### config.mk
export PLATFORM = sky130hd
export DESIGN_NAME = rti_fifo
export DESIGN_NICKNAME = d
export VERILOG_FILES = /design/src/hw/rtl/rti_pkg.sv /design/src/hw/rtl/rti_fifo.sv
export SDC_FILE = /design/constraint.sdc
export NUM_CORES = 1
export LEC_CHECK = 0
export CORE_MARGIN = 2
export CORE_UTILIZATION = 50
export DETAILED_ROUTE_END_ITERATION = 10
export DONT_BUFFER_PORTS = 1
export PLACE_DENSITY = 0.68
export SYNTH_ARGS = -nofsm -noshare
export SYNTH_HDL_FRONTEND = slang
export SYNTH_SLANG_ARGS = --single-unit
### constraint.sdc
create_clock -name clk -period 6.2 [get_ports clk]
set_input_delay 0.31 -clock clk [delete_from_list [all_inputs] [get_ports clk]]
set_output_delay 0.31 -clock clk [all_outputs]
set_load 0.01 [all_outputs]
### src/hw/rtl/rti_pkg.sv
`timescale 1ns / 1ps
package rti_pkg;

	typedef struct packed {
		logic signed [31:0] a_x;
		logic signed [31:0] a_y;
		logic signed [31:0] a_z;
		logic signed [31:0] b_x;
		logic signed [31:0] b_y;
		logic signed [31:0] b_z;
		logic signed [31:0] c_x;
		logic signed [31:0] c_y;
		logic signed [31:0] c_z;
	} tri_t;

	typedef struct packed {
		logic               hit;
		logic signed [31:0] distance;
	} res_t;

	// ray held in config registers, index 0..2 = x..z
	typedef struct packed {
		logic [2:0][31:0] org;
		logic [2:0][31:0] dir;
	} ray_t;

	// denominator and the three numerators handed from front to back
	typedef struct packed {
		logic signed [31:0] a;
		logic signed [31:0] nu;
		logic signed [31:0] nv;
		logic signed [31:0] nt;
	} work_t;

	typedef enum logic [2:0] {
		REG_ORIGIN_X,
		REG_ORIGIN_Y,
		REG_ORIGIN_Z,
		REG_DIR_X,
		REG_DIR_Y,
		REG_DIR_Z
	} reg_idx_t;

	localparam int FIFO_DEPTH = 2;

	localparam logic signed [31:0] SMAX = 32'sh7fffffff;
	localparam logic signed [31:0] SMIN = 32'sh80000000;

	function automatic logic signed [31:0] sat32(logic signed [65:0] x);
		logic signed [31:0] r;
		if (x > 66'(SMAX))
			r = SMAX;
		else if (x < 66'(SMIN))
			r = SMIN;
		else
			r = x[31:0];
		return r;
	endfunction

	function automatic logic signed [31:0] sat_sub(logic signed [31:0] x, logic signed [31:0] y);
		logic signed [65:0] d;
		d = 66'(x) - 66'(y);
		return sat32(d);
	endfunction

	function automatic logic signed [63:0] smul(logic signed [31:0] x, logic signed [31:0] y);
		logic signed [63:0] p;
		p = 64'(x) * 64'(y);
		return p;
	endfunction

endpackage

### src/hw/rtl/rti_fifo.sv
`timescale 1ns / 1ps
module rti_fifo (
	input  logic           clk,
	input  logic           arst_n,
	input  logic           push,
	input  rti_pkg::work_t din,
	output logic           full,
	output logic           pop_valid,
	output rti_pkg::work_t dout
);
	import rti_pkg::*;

	localparam int AW = $clog2(FIFO_DEPTH);

	work_t          mem [FIFO_DEPTH];
	logic [AW-1:0]  wr_q, rd_q;
	logic [AW:0]    cnt_q;
	logic           pop;

	// back end never stalls: pop whenever anything is queued
	assign pop       = (cnt_q != '0);
	assign pop_valid = pop;
	assign full      = (cnt_q == (AW+1)'(FIFO_DEPTH));
	assign dout      = mem[rd_q];

	always_ff @(posedge clk) begin
		if (push)
			mem[wr_q] <= din;
	end

	always_ff @(posedge clk or negedge arst_n) begin
		if (!arst_n) begin
			wr_q  <= '0;
			rd_q  <= '0;
			cnt_q <= '0;
		end else begin
			if (push)
				wr_q <= (wr_q == AW'(FIFO_DEPTH - 1)) ? '0 : wr_q + 1'b1;
			if (pop)
				rd_q <= (rd_q == AW'(FIFO_DEPTH - 1)) ? '0 : rd_q + 1'b1;
			cnt_q <= cnt_q + (AW+1)'(push) - (AW+1)'(pop);
		end
	end

endmodule

Word-level counts from Yosys, hierarchy flattened
Memory sizes are Yosys's and may differ from the RTL's.
Cells that the tools add are included.
{"block": "classes", "addsub": 4, "eq_ne": 1, "n_mux": 4, "reduce_logical": 1}
{"op": "2-to-1 mux 1 bit", "count": 4}
{"op": "adder 1 bit, second input constant", "count": 2}
{"op": "adder 2 x 1 -> 2 bit", "count": 1}
{"op": "equality test 2 bit, second input constant", "count": 1}
{"op": "nonzero test 2 bit", "count": 1}
{"op": "subtractor 2 x 1 -> 2 bit", "count": 1}
{"block": "totals", "register_bits": 4, "ram_bits": 256, "in_bits": 131, "n_memories": 1}
{"name": "mem", "words": 2, "word_bits": 128, "rd": 1, "rd_clocked_by_memory_dff": 0, "write_ports": 1, "line": "rti_fifo.sv:15", "source": "work_t mem [FIFO_DEPTH];"}

Depth between registers and ports, before layout
Gate-level depths: netlist of the first run.
{"block": "logic_depth", "ltp_word": 2, "ltp_mapped": 3}

Least setup slack after synthesis of the first run
Ideal clock, no wire load.
{"block": "synth_timing", "kind": "reg2reg", "startpoint": "reg wr_q", "endpoint": "mem mem[0][0] in the netlist's numbering (enable)", "t_arrival_ps": 6058, "required_time_ps": 5568, "slack_ps": -490, "path_stages_with_launch": 2, "n_path_buf": 0, "period_less_slack_ps": 6690, "path_cell_list": "dfrtp_1 -> nor2b_1"}
{"element": "start: declaration", "line": "rti_fifo.sv:16", "source": "logic [AW-1:0] wr_q, rd_q;"}
{"element": "start signal: assignment", "line": "rti_fifo.sv:38", "source": "wr_q <= (wr_q == AW'(FIFO_DEPTH - 1)) ? '0 : wr_q + 1'b1;"}
{"element": "end: declaration", "line": "rti_fifo.sv:15"}
No word-level cell before the write port.

==> flow_summary.yaml, run 1 <==
global_routing:
  global_route.overflow_total: 0
  grt_first_pass_wirelength_um: 26000
  via_count_of_the_first_global_routing_pass: 4636
  antenna_violations_before_repair: 2
  grt_max_degree: 73
  grt_usage_pct: 16.8
worst_setup_path:
  start_kind: "register"
  end_kind: "output pin"
  critical_path_arrival_ns: 2.76
  crit_fanout: 71
  timing.setup.critical_path_class: "reg2out"
  worst_ep_required_time_ns: 5.89
clock_tree:
  tritoncts_clock_tree: "built"
  cts_max_level: 1
  worstSkewPairLatency_ns: 0.52
  post_cts.resized_instances: 0
  cts-buffers-inserted: 26
  clock_tree.buffer_depth: 3
  clock_sinks: 260
  cts.root.buffer_cell: "clkbuf_16"
  path_clk_slew_ns: 0.06
sta:
  grt_setup_unrepaired: "false"
  final_critical_path_setup_slack_ns: 3.13
  fmax_ghz: 0.326
  finalSetupTns_ns: 0
  timing.final.max_slew_violations: 0
  post_route_skew_ns: 0.00667
  timing.final.crit_period_ns: 3.07
  final.period_utilization_pct: 49.5
  worst_slew_pin_slew_ns: 0.978
  final-setup-viol-count: 0
  final_hold_fails: 0
  max-slew-margin-rel_pct: 34.8
finish:
  final_nets: 692
  n_antenna_cell: 0
  area_delta_synth_final_pct: 24.6
  layout.filler_cells: 1284
  post_route_cells_drive_above_1_share_pct: 29.5
hold_path:
  min-delay-path-class: "in2async"
floorplan:
  die_area_sq_um: 20000
  initial_utilization_pct: 50.7
  floorplan.core_area_sq_um: 18600
  top_level_ports: 261
  die_w_um: 142
  rows: 50
  y_dimension_of_the_die_um: 142
route:
  initialDrtViolationCount: 271
  vias: 4322
  post-route-drc-count: 0
  wl_per_cell_um: 21.8
  drt_pass1_iterations: 6
  detail_route.vias_per_cell: 5.32
  antenna_left: 0
  postRouteWirelength_um: 17700
place:
  gp_routability_congestion: 0.768
  hpwl_um: 10500
  pre_cts_ws_ns: 3.60
  place.port_buffers: 0
synth:
  synthFlopType: "edfxtp_1"
  synth_warnings: 0
  netlist.top_cell.by_area: "edfxtp_1"
  synth_most_common_cell: "edfxtp_1"
  postSynth.asyncResetShare_pct: 1.54
  syn_area_sq_um: 9450
  synth_nets: 544
  synth_seq_cells: 260
  synth_seq_area_share_pct: 82.4
  ys_top_cells_by_area: "edfxtp_1, mux2_2, buf_6"
  synth.avg_cell_area_sq_um: 22.9
  synth_cells: 412
  post_synth_num_cell_types: 12
  leading_cell_types_by_count_after_synthesis: "edfxtp_1, mux2_2, buf_6, dfrtp_1, nor2b_1"
  synth_top_area_share_pct: 81.3
  synth_enable_flop_cells: 256
pwr:
  worst_ir_drop_vdd_v: 0.000305
  p_leak_nw: 3.97
  powerDensity_nw_per_um2: 435
run:
  max-cap-violations: 0
status:
  status: "finished clean"
[worst paths after layout]
kind	from	endpoint	slack, ns	depth (start not counted)
min in group clk	push	mem[1][63]	0.41	1
min	arst_n	cnt_q[0]	0.06	1
min reg2reg	wr_q	wr_q	0.54	1
max in group asynchronous	arst_n	rd_q	5.95	1
max reg2reg	wr_q	mem[1][107]	3.74	2
max	rd_q	dout[24]	3.13	2
[flip-flops by register name (all words and copies together), names as in the netlist]
register,flops
mem,256
cnt_q,2
wr_q,1
rd_q,1
[through the flow]
stage	cell area, sq um	power [mW]	instances	util [%]	hold WS, ns
floorplan	9460	3.45	412	-	0.0144
global placement	9640	3.54	636	51.7	0.0147
detailed placement	9640	3.57	636	51.7	0.0147
CTS	11800	5.17	813	63.2	0.0479
global route	11800	5.33	813	63.2	0.0497
finish	11800	5.13	813	63.2	0.0601
[layout by cell type, fill, tap and decap left out]
master	count
dlygate4sd3_1	130
ha_1	1
nand2_1	1
and2_4	1
edfxtp_1	256
nor2b_4	1
clkinv_1	8
clkbuf_16	27
bufinv_16	3
dfrtp_1	3
inv_6	1
xor2_1	2
clkinv_2	4
buf_4	4
nor2b_1	2
mux2_2	128
dfrtp_4	1
xnor2_1	1
clkbuf_1	4
or2_2	1
[logic make-up after synthesis]
kind of cell,after synthesis,share of synthesized area [%]
mux,128,15.2
simple gates,6,0.371
flops,260,82.4
buf+inv,14,1.60
xor+xnor,3,0.278
fa+ha+maj,1,0.132
[layer usage]
layer,vias up,track usage [%],wire length (um)
met3,47,4.99,1360
met5,-,0,13
met4,2,6.68,661
met2,179,29.8,9100
met1,2144,19.0,6580
li1,1950,-,-
[layout make-up]
| class | instances | area (sq um) | area share, % |
|---|---|---|---|
| tap | 234 | 293 | 2.49 |
| timing repair buffer | 134 | 1330 | 11.3 |
| sequential | 260 | 7790 | 66.1 |
| clock buffer | 31 | 691 | 5.86 |
| clock inverter | 16 | 149 | 1.26 |
| multi-input combinational | 138 | 1530 | 12.9 |
[power by group]
group,total [mW],switching (mW),leakage (nW),internal (mW)
Clock,1.53,0.616,0.413,0.915
Sequential,2.48,0.148,2.45,2.33
Combinational,1.12,0.652,1.11,0.468
Total,5.13,1.42,3.97,3.71
[repair_timing]
item                       4_1_cts  5_1_grt
hold endpoints to repair       262        0
buffers inserted                 0        0
setup endpoints to repair        0        0
hold buffers                   130        0
[critical path, cell delays in order (launching register included)]
cell and delay [ns]:
dfrtp_4 0.92, buf_4 0.82, mux2_2 0.46
Power figures use the tool's default switching activity.
==> run 2: changes to the inputs <==
- clock period: 6.2 -> 2.65 ns (I/O delays scaled with it)
==> run 2 against run 1 <==
Net effect: setup slack worse by 2.8 ns; die area unchanged; flip-flop and latch count did not move; critical path depth unchanged; register-to-register slack worse by 2.8 ns; utilization up 0.33 points; cell count grew 0.74%; wire length up 0.95%; hold slack improved by 0.063 ns; clock-buffer cell count up 7; global-route usage up 0.23 points.
==> flow_summary.yaml, run 2 (synthesis gave the netlist of run 1 again) <==
status:
  status: "finished clean"
sta:
  final-setup-viol-count: 0
  final_critical_path_setup_slack_ns: 0.341
  worst_slew_pin_slew_ns: 0.657
  final.period_utilization_pct: 87.1
  fmax_ghz: 0.433
  finalSetupTns_ns: 0
  grt_setup_unrepaired: "false"
  timing.final.max_slew_violations: 0
  max-slew-margin-rel_pct: 56.2
  timing.final.crit_period_ns: 2.31
  post_route_skew_ns: 0.0101
  final_hold_fails: 0
run:
  max-cap-violations: 0
worst_setup_path:
  critPathBufInv: 1
  crit_fanout: 34
  worst_path_dominant_cell_family: "flip-flops"
  timing.setup.critical_path_class: "reg2out"
  crit_chain: "buf_4 -> mux2_2"
  critical_path_arrival_ns: 2.18
  worst_ep_required_time_ns: 2.52
  crit_path_max_incr_delay_ns: 0.72
  end_kind: "output pin"
  start_kind: "register"
  startpoint: "rd_q"
  worstSetupPathDepth: 2
  worst_r2r_path_depth: 2
  crit_slowest_cell: "dfrtp_4"
  worst_r2r_startpoint: "wr_q"
finish:
  n_antenna_cell: 0
  layout.filler_cells: 1273
  multi_input_gate_area_in_the_final_layout_sq_um: 1530
  utilization_of_the_core_after_routing_pct: 63.5
  most_common_library_cell_in_the_layout_ignoring_fill_and_taps: "edfxtp_1"
  area_delta_synth_final_pct: 25.3
  post_route_cells_drive_above_1_share_pct: 30.1
  layout.cells.most_common_list: "edfxtp_1, dlygate4sd3_1, mux2_2, clkbuf_16, clkbuf_1"
  reg.largest.list: "mem (256), cnt_q (2)"
  final_nets: 697
  final-seq-area_sq_um: 7790
  top_register: "mem"
  max_reg_flops: 256
floorplan:
  rows: 50
  top_level_ports: 261
  y_dimension_of_the_die_um: 142
  floorplan.core_area_sq_um: 18600
  die_w_um: 142
  initial_utilization_pct: 50.7
  die_area_sq_um: 20000
place:
  pre_cts_ws_ns: 0.889
  hpwl_um: 10700
  place.port_buffers: 0
  gp_routability_congestion: 0.789
global_routing:
  antenna_violations_before_repair: 0
  grt_max_degree: 81
  grt_usage_pct: 17.0
  via_count_of_the_first_global_routing_pass: 4786
  global_route.overflow_total: 0
  grt_first_pass_wirelength_um: 26200
pwr:
  worst_ir_drop_vdd_v: 0.000610
  fin_total_pwr_mw: 11.9
  powerDensity_nw_per_um2: 1010
  p_leak_nw: 3.99
clock_tree:
  cts.root.buffer_cell: "clkbuf_16"
  clock_tree.buffer_depth: 3
  path_clk_slew_ns: 0.06
  post_cts.resized_instances: 0
  cts_max_level: 1
  tritoncts_clock_tree: "built"
  cts-buffers-inserted: 26
  worstSkewPairLatency_ns: 0.51
  cts.repair_timing.setup_buffer_count: 0
  clock_sinks: 260
  holdBufCountCts: 131
route:
  postRouteWirelength_um: 17900
  post-route-drc-count: 0
  detail_route.vias_per_cell: 5.32
  initialDrtViolationCount: 204
  vias: 4359
  antenna_left: 0
  drt_pass1_iterations: 4
  wl_per_cell_um: 21.8
hold_path:
  min_delay_path_depth: 1
  min-delay-path-class: "in2reg"
  hold_wc_startpoint: "push"
-- run 2: routing by layer --
metal	part of all wire, %	GRT usage [%]	routed length, um
met1	37	18.9	6580
met4	3.1	6.68	553
met3	7.5	4.86	1330
met5	0	0	0
met2	53	30.9	9420
-- run 2: through the flow --
stage          hold WS, ns  cell area, sq um  cells
2_1_floorplan       -0.163              9460    412
3_3_place_gp        -0.163              9720    640
3_5_place_dp        -0.163              9720    640
4_1_cts              0.120             11800    819
5_1_grt              0.136             11800    819
6_report             0.123             11800    819
-- run 2: final timing paths --
kind                                     to  slack, ns
worst max-delay path               dout[81]       0.34
worst min-delay path            mem[1][127]       0.12
worst max register to register  mem[1][120]       0.98
worst min register to register         wr_q       0.55
max in group asynchronous              rd_q       2.00
min in group asynchronous          cnt_q[1]       0.46
-- run 2: layout make-up --
cell class	instances	share of cell area (%)
tap	234	2.47
clock inverter	10	0.623
sequential	260	65.8
multi-input combinational	138	12.9
clock buffer	38	6.22
timing repair buffer	139	12.0
-- run 2: worst reg2reg max path, delay by kind of cell (launching register included) --
family,cells,cell delay (ns)
buf+inv,1,0.39
flops,1,0.42
simple gates,1,0.53
-- run 2: power by group --
part	internal (mW)	total (mW)	switching (mW)
clock network	2.02	3.42	1.40
logic	1.17	2.80	1.63
registers	5.44	5.73	0.283
